===== src/hdl/mroe_pkg.sv =====
// ----------------------------------------------------------------------------
// mroe_pkg: shared types and constants of the multi-range ohmmeter estimator
// Holds field widths, the ADC window, reset values of the reference
// resistors and the request and status types of the serial divider.
// ----------------------------------------------------------------------------
package mroe_pkg;

  // Field widths.
  localparam int ADC_W     = 12;
  localparam int REF_W     = 24;
  localparam int PARA_W    = 8;
  localparam int IDX_W     = 3;
  localparam int RES_W     = 32;
  localparam int CNT_W     = 4;
  localparam int SUM_W     = 36;
  localparam int CFG_IDX_W = 3;
  localparam int CFG_DAT_W = 24;

  // Resistor total and divider widths.
  localparam int RTOT_W     = REF_W + 1;
  localparam int PROD_W     = RTOT_W + ADC_W;
  localparam int DIVIDEND_W = PROD_W + 4;
  localparam int DIVISOR_W  = ADC_W;
  localparam int DIV_CNT_W  = $clog2(DIVIDEND_W + 1);

  // Number of reference resistor registers.
  localparam int NUM_REG_REFS = 6;

  // Register index of the parasitic resistance.
  localparam logic [CFG_IDX_W-1:0] CFG_PARASITIC = 3'd6;

  // ADC window and full scale.
  localparam logic [ADC_W-1:0] WIN_LOW  = 12'd300;
  localparam logic [ADC_W-1:0] WIN_HIGH = 12'd3700;
  localparam logic [ADC_W-1:0] ADC_FULL = 12'd4095;

  // Reset values of the reference resistors, entry 0 last.
  localparam logic [NUM_REG_REFS-1:0][REF_W-1:0] REF_RESET = {
    24'd470000, 24'd100000, 24'd47000, 24'd10000, 24'd1000, 24'd220
  };
  localparam logic [PARA_W-1:0] PARA_RESET = 8'd22;

  // Request to the serial divider.
  typedef struct packed {
    logic                  start;
    logic [DIVIDEND_W-1:0] dividend;
    logic [DIVISOR_W-1:0]  divisor;
  } div_req_t;

  // Status of the serial divider.
  typedef struct packed {
    logic busy;
    logic done;
  } div_stat_t;

endpackage


===== src/hdl/mroe_serial_div.sv =====
// ----------------------------------------------------------------------------
// mroe_serial_div: restoring divider, one quotient bit per cycle
// Shifts the dividend out at the top while quotient bits enter at the
// bottom. The quotient is ready in the cycle that done is high.
// ----------------------------------------------------------------------------
module mroe_serial_div (
  input  logic                              clk,
  input  logic                              rst_n,
  input  mroe_pkg::div_req_t                req,
  output mroe_pkg::div_stat_t               stat,
  output logic [mroe_pkg::DIVIDEND_W-1:0]   quotient
);
  import mroe_pkg::*;

  localparam logic [DIV_CNT_W-1:0] LAST_STEP = DIV_CNT_W'(DIVIDEND_W - 1);

  logic [DIVIDEND_W-1:0] quo_r;
  logic [DIVISOR_W-1:0]  rem_r;
  logic [DIVISOR_W-1:0]  den_r;
  logic [DIV_CNT_W-1:0]  cnt_r;
  logic                  busy_r;
  logic                  done_r;

  logic [DIVISOR_W:0]    trial;
  logic                  fits;
  logic [DIVISOR_W-1:0]  rem_nxt;

  // One restoring step: bring down the next dividend bit and try the divisor.
  always_comb begin
    trial   = {rem_r, quo_r[DIVIDEND_W-1]};
    fits    = (trial >= {1'b0, den_r});
    rem_nxt = fits ? DIVISOR_W'(trial - {1'b0, den_r}) : trial[DIVISOR_W-1:0];
  end

  // Step counter and shift registers.
  always_ff @(posedge clk) begin
    if (!rst_n) begin
      busy_r <= 1'b0;
      done_r <= 1'b0;
      cnt_r  <= '0;
    end else begin
      done_r <= 1'b0;
      if (req.start) begin
        busy_r <= 1'b1;
        cnt_r  <= '0;
        quo_r  <= req.dividend;
        rem_r  <= '0;
        den_r  <= req.divisor;
      end else if (busy_r) begin
        quo_r <= {quo_r[DIVIDEND_W-2:0], fits};
        rem_r <= rem_nxt;
        cnt_r <= cnt_r + 1'b1;
        if (cnt_r == LAST_STEP) begin
          busy_r <= 1'b0;
          done_r <= 1'b1;
        end
      end
    end
  end

  assign stat.busy = busy_r;
  assign stat.done = done_r;
  assign quotient  = quo_r;

endmodule


===== src/hdl/mroe_cfg_regs.sv =====
// ----------------------------------------------------------------------------
// mroe_cfg_regs: configuration register file
// Holds the reference resistor values and the parasitic resistance, takes
// writes from the configuration channel and reads out the selected
// reference resistor.
// ----------------------------------------------------------------------------
module mroe_cfg_regs (
  input  logic                             clk,
  input  logic                             rst_n,
  input  logic                             wr_en,
  input  logic [mroe_pkg::CFG_IDX_W-1:0]   wr_index,
  input  logic [mroe_pkg::CFG_DAT_W-1:0]   wr_data,
  input  logic [mroe_pkg::IDX_W-1:0]       rd_index,
  output logic [mroe_pkg::REF_W-1:0]       ref_ohms,
  output logic [mroe_pkg::PARA_W-1:0]      parasitic_ohms
);
  import mroe_pkg::*;

  logic [NUM_REG_REFS-1:0][REF_W-1:0] ref_r;
  logic [PARA_W-1:0]                  para_r;

  // Register writes; an index past the parasitic register is ignored.
  always_ff @(posedge clk) begin
    if (!rst_n) begin
      ref_r  <= REF_RESET;
      para_r <= PARA_RESET;
    end else if (wr_en) begin
      if (32'(wr_index) < NUM_REG_REFS) begin
        ref_r[wr_index] <= wr_data[REF_W-1:0];
      end else if (wr_index == CFG_PARASITIC) begin
        para_r <= wr_data[PARA_W-1:0];
      end
    end
  end

  // Read of the selected reference resistor.
  always_comb begin
    if (32'(rd_index) < NUM_REG_REFS) begin
      ref_ohms = ref_r[rd_index];
    end else begin
      ref_ohms = '0;
    end
  end

  assign parasitic_ohms = para_r;

endmodule


===== src/hdl/multi_range_ohmmeter_estimator_top.sv =====
// ----------------------------------------------------------------------------
// multi_range_ohmmeter_estimator_top: voltage divider resistance estimator
// Turns pairs of averaged divider readings into a mean resistance in Q4.
// ----------------------------------------------------------------------------
// Usage:
// A request on the in_ channel carries one reference index and two readings.
// With a valid reference index, each reading strictly inside the ADC window
// yields one divider term that is added to a running sum. A request with
// in_last_range set closes the measurement: one result leaves on the out_
// channel with the mean, the number of used readings and a flag for a zero
// sum, and the sum clears. Requests are taken one at a time. Each used
// reading passes through the shared one-bit-per-cycle divider (41 steps),
// then trim and accumulate; a closing mean over a nonzero sum takes one
// more pass through the divider.
// The result waits in an output register; a new request is accepted while
// it waits, and a later result holds back until the receiver takes it.
// The cfg_ channel is always ready; writes belong in idle periods.
// Reset restores the default resistor values and clears sum and count.
// ----------------------------------------------------------------------------
module multi_range_ohmmeter_estimator_top #(
  parameter int NUM_REFS = 6
) (
  input  logic                               clk,
  input  logic                               rst_n,
  input  logic                               in_valid,
  output logic                               in_ready,
  input  logic [mroe_pkg::IDX_W-1:0]         in_ref_index,
  input  logic [mroe_pkg::ADC_W-1:0]         in_volts_toward_ground,
  input  logic [mroe_pkg::ADC_W-1:0]         in_volts_toward_supply,
  input  logic                               in_last_range,
  output logic                               out_valid,
  input  logic                               out_ready,
  output logic [mroe_pkg::RES_W-1:0]         out_resistance_q4,
  output logic [mroe_pkg::CNT_W-1:0]         out_used_count,
  output logic                               out_no_reading,
  input  logic                               cfg_valid,
  output logic                               cfg_ready,
  input  logic [mroe_pkg::CFG_IDX_W-1:0]     cfg_index,
  input  logic [mroe_pkg::CFG_DAT_W-1:0]     cfg_data
);
  import mroe_pkg::*;

  localparam logic [IDX_W:0] NUM_REFS_W = (IDX_W + 1)'(NUM_REFS);

  typedef enum logic [2:0] {
    S_IDLE,
    S_CHECK,
    S_DIV,
    S_TRIM,
    S_ACC,
    S_FINISH,
    S_MEAN,
    S_RESULT
  } state_t;

  state_t                state_r;
  logic [IDX_W-1:0]      idx_r;
  logic [ADC_W-1:0]      vg_r;
  logic [ADC_W-1:0]      vs_r;
  logic                  last_r;
  logic                  ref_ok_r;
  logic                  dir_r;
  logic [RES_W-1:0]      term_r;
  logic [SUM_W-1:0]      sum_r;
  logic [CNT_W-1:0]      count_r;
  logic [RES_W-1:0]      mean_r;
  logic                  zero_r;

  logic                  out_valid_r;
  logic [RES_W-1:0]      out_res_r;
  logic [CNT_W-1:0]      out_cnt_r;
  logic                  out_nor_r;

  logic [REF_W-1:0]      ref_sel;
  logic [PARA_W-1:0]     para;
  logic [RTOT_W-1:0]     rtot;
  logic [ADC_W-1:0]      v_cur;
  logic [ADC_W-1:0]      v_mul;
  logic [ADC_W-1:0]      v_den;
  logic                  use_cur;
  logic [PROD_W-1:0]     product;
  logic [DIVIDEND_W-1:0] quotient;
  logic [DIVIDEND_W-1:0] para_q4;
  logic [DIVIDEND_W-1:0] trimmed;
  logic [SUM_W:0]        sum_ext;
  logic                  sum_zero;
  logic                  in_acc;
  logic                  out_free;
  div_req_t              div_req;
  div_stat_t             div_stat;

  // Configuration registers.
  mroe_cfg_regs u_cfg (
    .clk            (clk),
    .rst_n          (rst_n),
    .wr_en          (cfg_valid & cfg_ready),
    .wr_index       (cfg_index),
    .wr_data        (cfg_data),
    .rd_index       (idx_r),
    .ref_ohms       (ref_sel),
    .parasitic_ohms (para)
  );

  // Shared serial divider for the divider terms and the mean.
  mroe_serial_div u_div (
    .clk      (clk),
    .rst_n    (rst_n),
    .req      (div_req),
    .stat     (div_stat),
    .quotient (quotient)
  );

  // Divider equation operands for the current drive direction.
  always_comb begin
    rtot    = {1'b0, ref_sel} + RTOT_W'(para);
    v_cur   = dir_r ? vs_r : vg_r;
    use_cur = ref_ok_r && (v_cur > WIN_LOW) && (v_cur < WIN_HIGH);
    if (dir_r) begin
      v_mul = ADC_FULL - v_cur;
      v_den = v_cur;
    end else begin
      v_mul = v_cur;
      v_den = ADC_FULL - v_cur;
    end
    product = PROD_W'(rtot) * PROD_W'(v_mul);
  end

  // Divider requests: a term in the check state, the mean when closing.
  always_comb begin
    sum_zero = (sum_r == '0) || (count_r == '0);
    div_req  = '0;
    if (state_r == S_CHECK && use_cur) begin
      div_req.start    = 1'b1;
      div_req.dividend = {product, 4'b0000};
      div_req.divisor  = v_den;
    end else if (state_r == S_FINISH && last_r && !sum_zero) begin
      div_req.start    = 1'b1;
      div_req.dividend = DIVIDEND_W'(sum_r);
      div_req.divisor  = DIVISOR_W'(count_r);
    end
  end

  // Parasitic removal and the saturating accumulate.
  always_comb begin
    para_q4 = DIVIDEND_W'({para, 4'b0000});
    trimmed = (quotient > para_q4) ? (quotient - para_q4) : '0;
    sum_ext = {1'b0, sum_r} + (SUM_W + 1)'(term_r);
  end

  assign in_acc   = in_valid & in_ready;
  assign out_free = !out_valid_r || out_ready;

  // Sequencer, accumulator and output register.
  always_ff @(posedge clk) begin
    if (!rst_n) begin
      state_r     <= S_IDLE;
      sum_r       <= '0;
      count_r     <= '0;
      out_valid_r <= 1'b0;
      dir_r       <= 1'b0;
    end else begin
      // Output valid rises when a result loads and falls when it is taken.
      if (state_r == S_RESULT && out_free) begin
        out_valid_r <= 1'b1;
      end else if (out_ready) begin
        out_valid_r <= 1'b0;
      end
      case (state_r)
        S_IDLE: begin
          if (in_acc) begin
            idx_r    <= in_ref_index;
            vg_r     <= in_volts_toward_ground;
            vs_r     <= in_volts_toward_supply;
            last_r   <= in_last_range;
            ref_ok_r <= ({1'b0, in_ref_index} < NUM_REFS_W) &&
                        (32'(in_ref_index) < NUM_REG_REFS);
            dir_r    <= 1'b0;
            state_r  <= S_CHECK;
          end
        end
        S_CHECK: begin
          if (use_cur) begin
            state_r <= S_DIV;
          end else if (!dir_r) begin
            dir_r <= 1'b1;
          end else begin
            state_r <= S_FINISH;
          end
        end
        S_DIV: begin
          if (div_stat.done) begin
            state_r <= S_TRIM;
          end
        end
        S_TRIM: begin
          term_r  <= (|trimmed[DIVIDEND_W-1:RES_W]) ? '1 : trimmed[RES_W-1:0];
          state_r <= S_ACC;
        end
        S_ACC: begin
          sum_r <= sum_ext[SUM_W] ? '1 : sum_ext[SUM_W-1:0];
          if (count_r != '1) begin
            count_r <= count_r + 1'b1;
          end
          if (!dir_r) begin
            dir_r   <= 1'b1;
            state_r <= S_CHECK;
          end else begin
            state_r <= S_FINISH;
          end
        end
        S_FINISH: begin
          if (!last_r) begin
            state_r <= S_IDLE;
          end else if (sum_zero) begin
            mean_r  <= '0;
            zero_r  <= 1'b1;
            state_r <= S_RESULT;
          end else begin
            state_r <= S_MEAN;
          end
        end
        S_MEAN: begin
          if (div_stat.done) begin
            mean_r  <= (|quotient[DIVIDEND_W-1:RES_W]) ? '1 : quotient[RES_W-1:0];
            zero_r  <= 1'b0;
            state_r <= S_RESULT;
          end
        end
        S_RESULT: begin
          if (out_free) begin
            out_res_r   <= mean_r;
            out_cnt_r   <= count_r;
            out_nor_r   <= zero_r;
            sum_r       <= '0;
            count_r     <= '0;
            state_r     <= S_IDLE;
          end
        end
        default: begin
          state_r <= S_IDLE;
        end
      endcase
    end
  end

  assign in_ready          = (state_r == S_IDLE);
  assign cfg_ready         = 1'b1;
  assign out_valid         = out_valid_r;
  assign out_resistance_q4 = out_res_r;
  assign out_used_count    = out_cnt_r;
  assign out_no_reading    = out_nor_r;

endmodule


===== config.mk =====
export PLATFORM = sky130hd
export DESIGN_NAME = multi_range_ohmmeter_estimator_top
export DESIGN_NICKNAME = d
export VERILOG_FILES = /design/src/hdl/mroe_pkg.sv /design/src/hdl/mroe_serial_div.sv /design/src/hdl/mroe_cfg_regs.sv /design/src/hdl/multi_range_ohmmeter_estimator_top.sv
export SDC_FILE = /design/constraint.sdc
export NUM_CORES = 2
export LEC_CHECK = 0
export BUFFER_PORTS_ARGS = -buffer_cell sky130_fd_sc_hd__buf_2
export CAP_MARGIN = 20
export CORE_MARGIN = 8
export CORE_UTILIZATION = 59
export CTS_BUF_LIST = sky130_fd_sc_hd__clkbuf_8
export DETAILED_ROUTE_END_ITERATION = 6
export PLACE_DENSITY = 0.87
export SLEW_MARGIN = 25
export SYNTH_ARGS = -nofsm -noshare
export SYNTH_HDL_FRONTEND = slang
export SYNTH_SLANG_ARGS = --single-unit

===== constraint.sdc =====
create_clock -name clk -period 8.31 [get_ports clk]
set_input_delay 0.4155 -clock clk [delete_from_list [all_inputs] [get_ports clk]]
set_output_delay 0.4155 -clock clk [all_outputs]
set_load 0.01 [all_outputs]

==> results.py <==
metrics = {
    "run_status": {
        "status": "finished with violations",
        "violations": "setup timing",
    },
    "synthesis": {
        "postSynthAreaPerCell_um2": 9.02,
        "synth_nets": 3746,
        "synthFlopType": "dfxtp_1",
        "async_flop_share_pct": 0,
        "synth_seq_cells": 401,
        "syn_area_um2": 29900,
        "synth-edff-count": 196,
        "synth.distinct_cells": 86,
        "yosysSeqAreaShare_pct": 33.4,
        "postSynthCellCount": 3313,
        "yosysWarnings": 0,
    },
    "sta": {
        "hold_viol_final": 0,
        "setup_slack_ps": -36.3,
        "finalSetupViolCount": 1,
        "slew_headroom_pct": 24.3,
        "timing.final.crit_share_pct": 100,
        "slew_viol_final": 0,
        "tightest_slew_ps": 1130,
        "fin_crit_ps": 8350,
        "max_freq_ghz": 0.120,
        "finClkSkew_ps": 29.2,
        "rsz0062_at_grt": "yes",
    },
    "floorplanning": {
        "fp.dieW_um": 241,
        "rows": 82,
        "start_util_pct": 59.7,
        "die_h_um": 241,
        "dieArea_um2": 58100,
        "coreArea_um2": 50100,
        "ios": 100,
    },
    "route": {
        "via_count": 25300,
        "viasPerCell": 6.00,
        "drc": 0,
        "wl_um": 83300,
        "avgRoutedWirePerCell_um": 19.7,
        "antenna_left": 0,
        "drtIter0Drc": 3042,
        "first_pass_iters": 7,
    },
    "clocking": {
        "root_buffer": "clkbuf_8",
        "cts_sinks": 401,
        "max-clock-path-buffers": 3,
        "cts_tree": "done",
        "clk_pin_slew_ps": 70,
        "cts_max_level": 3,
        "cts_buffers": 67,
        "clk_latency_ps": 640,
    },
    "setup_path": {
        "critPathMaxFanout": 6,
        "cp_slowest_cell": "fa_1",
        "critPathRequiredTime_ps": 8660,
        "arrival_ps": 8690,
        "endpoint_kind": "register",
        "critPathMostFrequentCell": "fa_1",
        "startpoint_type": "register",
        "path_class": "register to register",
        "max_stage_delay_ps": 520,
    },
    "placement": {
        "dp.final_hpwl_um": 59900,
        "port_buffers": 98,
        "post-place-ws_ps": -301,
        "globalplace.congestion": 0.969,
        "dp_cells": 4054,
    },
    "global_route": {
        "grt_start_max_net_pins": 101,
        "grt_pass1_wl_um": 129000,
        "antenna_found_initial": 3,
        "track_usage_pct": 27.9,
        "grt_pass1_vias": 24900,
        "grt_remaining_overflow": 0,
    },
    "layout": {
        "seq_area_um2": 9990,
        "multiInputGateArea_um2": 18600,
        "final_net_count": 3928,
        "fin_cells": 4220,
        "fillers": 3650,
        "drive_gt1_share_pct": 13.7,
        "area_delta_synth_final_pct": 13.5,
    },
    "worst_hold_path": {
        "hp-class": "primary input to register",
    },
    "job": {
        "drv_cap": 0,
    },
}
[sequential cells by signal, indices dropped and copies added (netlist names), 3 cells and up]
| register | count |
|---|---|
| u_div.den_r | 12 |
| count_r | 4 |
| term_r | 32 |
| u_div.quotient | 41 |
| u_cfg.ref_r | 144 |
| out_used_count | 4 |
| out_resistance_q4 | 32 |
| idx_r | 3 |
| sum_r | 36 |
| u_div.rem_r | 12 |
| u_cfg.parasitic_ohms | 8 |
| vs_r | 12 |
| u_div.cnt_r | 6 |
| state_r | 3 |
| mean_r | 32 |
| vg_r | 12 |
[final timing paths]
check             cells after the start  slack (ps)       startpoint              endpoint
setup / recovery                     35         -40         idx_r[0]    u_div.quotient[39]
hold reg to reg                       0         410        mean_r[3]  out_resistance_q4[3]
setup reg to reg                     35         -40         idx_r[0]    u_div.quotient[39]
hold / removal                        1          30  in_ref_index[2]              idx_r[2]
[placed cells by master (no fill, tap or decap), drive strengths merged, types with 13 or more instances in the layout]
| master | count |
|---|---|
| and2 | 76 |
| nor3 | 43 |
| xor2 | 58 |
| a21o | 46 |
| dlygate4sd3 | 27 |
| clkinv | 13 |
| dfxtp | 205 |
| nand4 | 15 |
| nor4 | 24 |
| fa | 234 |
| o21ai | 92 |
| buf | 251 |
| inv | 342 |
| nand3 | 86 |
| a21boi | 117 |
| clkbuf | 77 |
| nand2b | 26 |
| o211ai | 18 |
| mux2i | 55 |
| nor2 | 231 |
| a31oi | 13 |
| edfxtp | 196 |
| a21oi | 169 |
| xnor2 | 58 |
| ha | 139 |
| mux4 | 24 |
| nor2b | 31 |
| nand2 | 709 |
| or3 | 19 |
| a211oi | 22 |
[layout make-up]
type | count | area share (%)
inverters | 316 | 3.50
repair buffers | 278 | 5.92
diodes | 1 | 0.00738
flip-flops and latches | 401 | 29.5
well taps | 672 | 2.48
clock buffers | 77 | 3.12
multi-input cells | 2431 | 54.7
clock inverters | 44 | 0.764
[what timing repair did]
action,4_1_cts,5_1_grt
hold buffers,27,0
setup buffers,4,13
pin swaps,2,38
endpoints found under the hold margin,27,0
endpoints found under the setup margin,9,18
resized for setup,6,81
[cell families after synthesis]
family / Yosys count / synth area share, %
simple gates: 1299 / 19.1
fa+ha+maj: 373 / 21.5
xor+xnor: 116 / 3.40
buf+inv: 481 / 6.45
other cells: 1 / 0.0126
mux: 84 / 3.94
flops: 401 / 33.4
compound gates: 558 / 12.2
[cell usage after synthesis (18+ instances only)]
cell | number | share of area [%]
nor3_1 | 40 | 0.67
nand2b_1 | 26 | 0.54
a21oi_1 | 168 | 2.8
xor2_1 | 58 | 1.7
xnor2_1 | 58 | 1.7
ha_1 | 139 | 5.8
nor2_1 | 231 | 2.9
o211ai_1 | 18 | 0.45
a211oi_1 | 22 | 0.55
nand3_1 | 85 | 1.4
nand2_1 | 708 | 8.9
a21boi_0 | 117 | 2.9
clkbuf_1 | 128 | 1.6
and2_1 | 72 | 1.5
o21ai_0 | 88 | 1.5
buf_2 | 19 | 0.32
dfxtp_1 | 205 | 14
nor4_1 | 24 | 0.50
edfxtp_1 | 196 | 20
inv_1 | 315 | 4.0
nor2b_1 | 31 | 0.65
fa_1 | 234 | 16
mux2i_1 | 55 | 1.8
a21o_1 | 46 | 1.2
[per-layer routing]
layer,GRT usage [%],wire length [µm]
met1,33.7,30700
met2,46.7,39300
met3,5.78,8540
met4,14.9,4710
met5,0,0
[per-stage QoR]
step,TNS (ps),hold slack [ps],utilization [%],cell area [µm²]
after global placement,-89.8,401,63.5,31800
after detailed placement,-970,405,63.5,31800
after global routing,-1970,21.5,67.7,33900
final,-36.3,33.2,67.7,33900
after CTS,0,7.24,66.8,33400
after floorplan,-13.4,400,-,30100
[worst max-delay path, delay by kind of cell (launching register included)]
family	cells	cell delay, ps
and+or+nand+nor	4	650
DFF	1	380
muxes	2	570
xor gates and xnor gates	2	380
buffers and inverters	6	550
AOI/OAI and AO/OA	13	2260
adders and majority gates	8	3250
Power is not shown: default switching activity piles up to over one toggle a cycle in this logic, so the estimate is an artifact.
